==> config.mk <==
export PLATFORM = sky130hd
export DESIGN_NAME = gbn_bsum
export DESIGN_NICKNAME = d
export VERILOG_FILES = /design/src/sv/gbn_pkg.sv /design/src/sv/gbn_bsum.sv
export SDC_FILE = /design/constraint.sdc
export NUM_CORES = 1
export LEC_CHECK = 0
export BUFFER_PORTS_ARGS = -buffer_cell sky130_fd_sc_hd__buf_2
export CORE_MARGIN = 4
export CORE_UTILIZATION = 58
export DETAILED_ROUTE_END_ITERATION = 16
export HOLD_SLACK_MARGIN = 0.15
export PLACE_DENSITY = 0.86
export SYNTH_ARGS = -nofsm -noshare
export SYNTH_HDL_FRONTEND = slang
export SYNTH_SLANG_ARGS = --single-unit
==> constraint.sdc <==
create_clock -name clk -period 5.49 [get_ports clk]
set_clock_uncertainty 0.1 [all_clocks]
set_input_delay 1.098 -clock clk [delete_from_list [all_inputs] [get_ports clk]]
set_output_delay 1.098 -clock clk [all_outputs]
set_load 0.01 [all_outputs]
==> src/sv/gbn_pkg.sv <==
// shared types and constants for the go-back-n sender
`timescale 1ns / 1ps
package gbn_pkg;
	localparam int SLOTS_DEF = 1024;
	localparam int WIN_MAX = 64;
	localparam logic [6:0] WIN_RST = 7'd8;
	localparam logic [15:0] TMO_RST = 16'd15;
	localparam int NWORDS = 5;
	localparam int SUM_W = 13;

	localparam logic [1:0] FN_MSG = 2'd0;
	localparam logic [1:0] FN_ACK = 2'd1;
	localparam logic [1:0] FN_TICK = 2'd2;

	localparam logic [2:0] ADDR_WIN = 3'd0;
	localparam logic [2:0] ADDR_TMO = 3'd4;

	typedef struct packed {
		logic signed [SUM_W-1:0] bsum;
		logic [32*NWORDS-1:0] words;
	} slot_t;
endpackage

==> src/sv/gbn_bsum.sv <==
// iterative signed byte summer, one 32-bit word per cycle while enabled
`timescale 1ns / 1ps
module gbn_bsum (
	input  logic clk,
	input  logic arst_n,
	input  logic clr,
	input  logic en,
	input  logic [31:0] word,
	output logic signed [gbn_pkg::SUM_W-1:0] sum
);
	import gbn_pkg::*;

	logic signed [SUM_W-1:0] sum_q;
	logic signed [SUM_W-1:0] add;

	always_comb begin
		add = SUM_W'(signed'(word[7:0])) + SUM_W'(signed'(word[15:8]))
			+ SUM_W'(signed'(word[23:16])) + SUM_W'(signed'(word[31:24]));
	end

	always_ff @(posedge clk or negedge arst_n) begin
		if (!arst_n) begin
			sum_q <= '0;
		end else if (clr) begin
			sum_q <= '0;
		end else if (en) begin
			sum_q <= sum_q + add;
		end
	end

	assign sum = sum_q;
endmodule

==> key figures <==
CTS
  – CTS tree: built
  – Clock Latency Late Sink: 270 ps
  – Maximum clock insertion buffer count: 2
  – CTS Root Cell: clkbuf_4
  – Hold_buf cts: 0
  – Clock buffers created by TritonCTS: 3
  – H-tree levels: 1
  – Setup Buffers After CTS: 0
  – CTS sink cnt: 13
  – CTS resizes: 0
  – Clock transition at path regs: 80 ps

Final layout
  – Nets: 339
  – Commonest non-fill, non-tap cell in the layout: inv_1
  – Ant diodes: 0
  – Layout fillers: 269
  – Layout cells sized above 1: 0.231
  – Largest register FFs: 13
  – Area Overhead vs Synth: 16.0%
  – Commonest cells after routing, fill and taps aside: inv_1, buf_2, fa_1
  – Area of the multi-input gates: 0.00131 mm^2
  – Final non-filler cell total: 304
  – Reg area: 325 um^2

Critical path
  – Reg-to-reg slack, setup: 2810 ps
  – CP Max Fanout: 4
  – Critical Path End Type: flip-flop
  – Worst Reg-to-Reg Cells: 9
  – Critical setup path kind: in -> reg
  – Worst-path cell chain: buf_2 -> inv_1 -> fa_1 -> inv_1 -> fa_1 -> inv_1 -> fa_1 -> inv_1 -> ha_1 -> a21oi_1 -> o211ai_2 -> a221oi_2 -> nor4b_1 -> a211o_1
  – Reg2Reg Capture Point: sum[10]$_DFFE_PN0P_
  – Kind of cell adding the most delay to the critical path: adder cells
  – WP buf/inv: 5
  – Crit-path slowest cell: fa_1
  – Critical Path AT: 4340 ps
  – Reg2reg start: sum[2]$_DFFE_PN0P_
  – Nature of the critical path startpoint: primary input
  – Crit-path most repeated cell: inv_1
  – CP max stage delay: 570 ps
  – Req. time, crit path: 5550 ps

Floorplan
  – Die ar.: 0.00426 mm^2
  – Initial Utilization: 0.614
  – Die Y: 65.3 um
  – I/O Pins: 49
  – Core Box Area: 0.00310 mm^2
  – Die X: 65.3 um
  – FP Rows: 20

Pwr
  – Sw Ratio: 0.515
  – Int Pwr: 0.522 mW
  – Logic gate share of total power: 0.800
  – Peak VDD IR: 0.353 mV
  – Sw Pwr: 0.555 mW
  – Leakage power: 1.26 nW
  – Cell Pwr Density: 487 mW/mm^2
  – Overall power: 1.08 mW
  – Flop pwr share: 0.146
  – Clock power share: 0.054

STA
  – Final Hold Viols: 0
  – Post-route setup TNS: 0 ps
  – Setup violators final: 0
  – Highest clock rate: 0.233 GHz
  – Tmin final: 4280 ps
  – Relative slew slack: 0.747
  – Final Slew Violations: 0
  – Part of the cycle the worst path needs: 0.780
  – Hold slack final: 452 ps
  – RSZ-0062 raised after global routing: false
  – Worst-margin pin slew: 379 ps

Synthesis
  – Async SR Flop Fraction: 1.00
  – Syn_nets: 290
  – Cells after synthesis: 212
  – Register area share after synthesis: 0.171
  – Synthesized area: 0.00190 mm^2
  – Number of synthesized flops with an enable pin: 0
  – Ranking of synthesized cells by area: fa_1, dfrtp_1, inv_1, ha_1, nor2_1
  – Yosys warns: 0
  – #FFs+latches synth: 13
  – Top-area cell type share of the netlist area: 0.294
  – Syn_area_per_cell: 8.98 um^2
  – Netlist cell types: 42
  – Leading register cell type out of synthesis: dfrtp_1
  – Cell taking the most area after synthesis: fa_1

Placement
  – Port Buffers: 48
  – Final GP Congestion: 0.872
  – Placed Cells: 300
  – Hpwl dp: 3260 um

Worst hold path
  – Min-delay worst type: reg -> reg
  – Worst hold start: sum[4]$_DFFE_PN0P_
  – Hold path cells: 2
  – Worst hold path endpoint: sum[4]$_DFFE_PN0P_

Global route
  – Initial antenna violation count: 0
  – First-pass GRT wire length: 6600 um
  – GRT overflow: 0
  – GR Util All Layers: 0.198
  – Vias in the first global route: 1,626
  – Largest net degree at the start of global routing: 20

Route
  – Wire per inst: 12.6 um
  – Vias/cell: 5.24
  – DRC violations left: 0
  – Antenna viol nets, final: 0
  – Routed WL: 3820 um
  – First drt pass iteration count: 5
  – Via count: 1,592
  – Iteration-0 DRC Markers: 49

Status
  – Status: completed

Job
  – Number of max-cap violations: 0
==> power groups by stage <==
stage	Combinational [mW]	Sequential, mW	Clock (mW)
after floorplan	0.653	0.170	0
after global placement	0.816	0.159	0
after detailed placement	0.853	0.160	0
after CTS	0.861	0.158	0.0605
after global routing	0.980	0.163	0.0649
final	0.861	0.157	0.0581
==> final cells by class <==
class,instances,share of cell area
clock buffers,4,0.0119
inverters,68,0.116
multi-input cells,127,0.591
flip-flops and latches,13,0.147
well taps,44,0.0249
repair buffers,48,0.109
==> through the flow <==
step / util / area, um^2 / worst slack [ps]
CTS: 0.712 / 2210 / 1210
detailed placement: 0.703 / 2180 / 932
floorplan: - / 1900 / 1260
finish: 0.712 / 2210 / 1210
global route: 0.712 / 2210 / 1030
global placement: 0.703 / 2180 / 961
==> worst max path at each step <==
stage	from	end	slack, ps	cells past startpoint
5_1_grt	word[2]	sum[10]$_DFFE_PN0P_	1030	14
4_1_cts	word[2]	sum[10]$_DFFE_PN0P_	1210	14
2_1_floorplan	word[5]	sum[10]$_DFFE_PN0P_	1260	13
3_5_place_dp	word[2]	sum[10]$_DFFE_PN0P_	930	14
3_3_place_gp	word[2]	sum[10]$_DFFE_PN0P_	960	14
6_report	word[2]	sum[10]$_DFFE_PN0P_	1210	14
==> worst reg2reg max path, delay by kind of cell (launching register included) <==
kind / cells / cell delay, ps
AOI/OAI and AO/OA: 4 / 960
adders and majority gates: 2 / 900
and+or+nand+nor: 1 / 90
DFF: 1 / 370
buffers and inverters: 2 / 130
==> metal layers <==
layer  vias up  global-route usage  wire length [um]  share of wire
met2        71               0.393              2030           0.53
met5         -                   0                 0              0
met4         0              0.0363                42          0.011
met1       758               0.220              1450           0.38
met3        12              0.0291               296          0.077
li1        751                   -                 -              -
==> cell families (layout without fill, tap and decap cells) <==
family / Yosys count / count (layout) / synth area share
XOR/XNOR: 6 / 6 / 0.0276
buffers and inverters: 72 / 120 / 0.143
AND/OR/NAND/NOR: 44 / 44 / 0.118
AO/OA/AOI/OAI: 30 / 30 / 0.128
adder cells (fa/ha/maj): 42 / 42 / 0.386
multiplexers: 5 / 5 / 0.0263
flip-flops: 13 / 13 / 0.171
==> Yosys cell counts, types with 2 or more instances <==
cell	number
inv_1	68
fa_1	28
nor2_1	16
ha_1	14
dfrtp_1	13
nand2_1	7
mux2i_1	5
nand3_1	5
a21oi_1	4
xor2_1	4
nand2b_1	3
nand3b_1	3
o21ai_0	3
a21oi_2	2
a221oi_1	2
and3_1	2
clkbuf_1	2
nor3_1	2
o211ai_1	2
o211ai_2	2
o21ai_1	2
or3_1	2
xnor2_1	2
No activity file was read; power rests on OpenSTA's default activity.
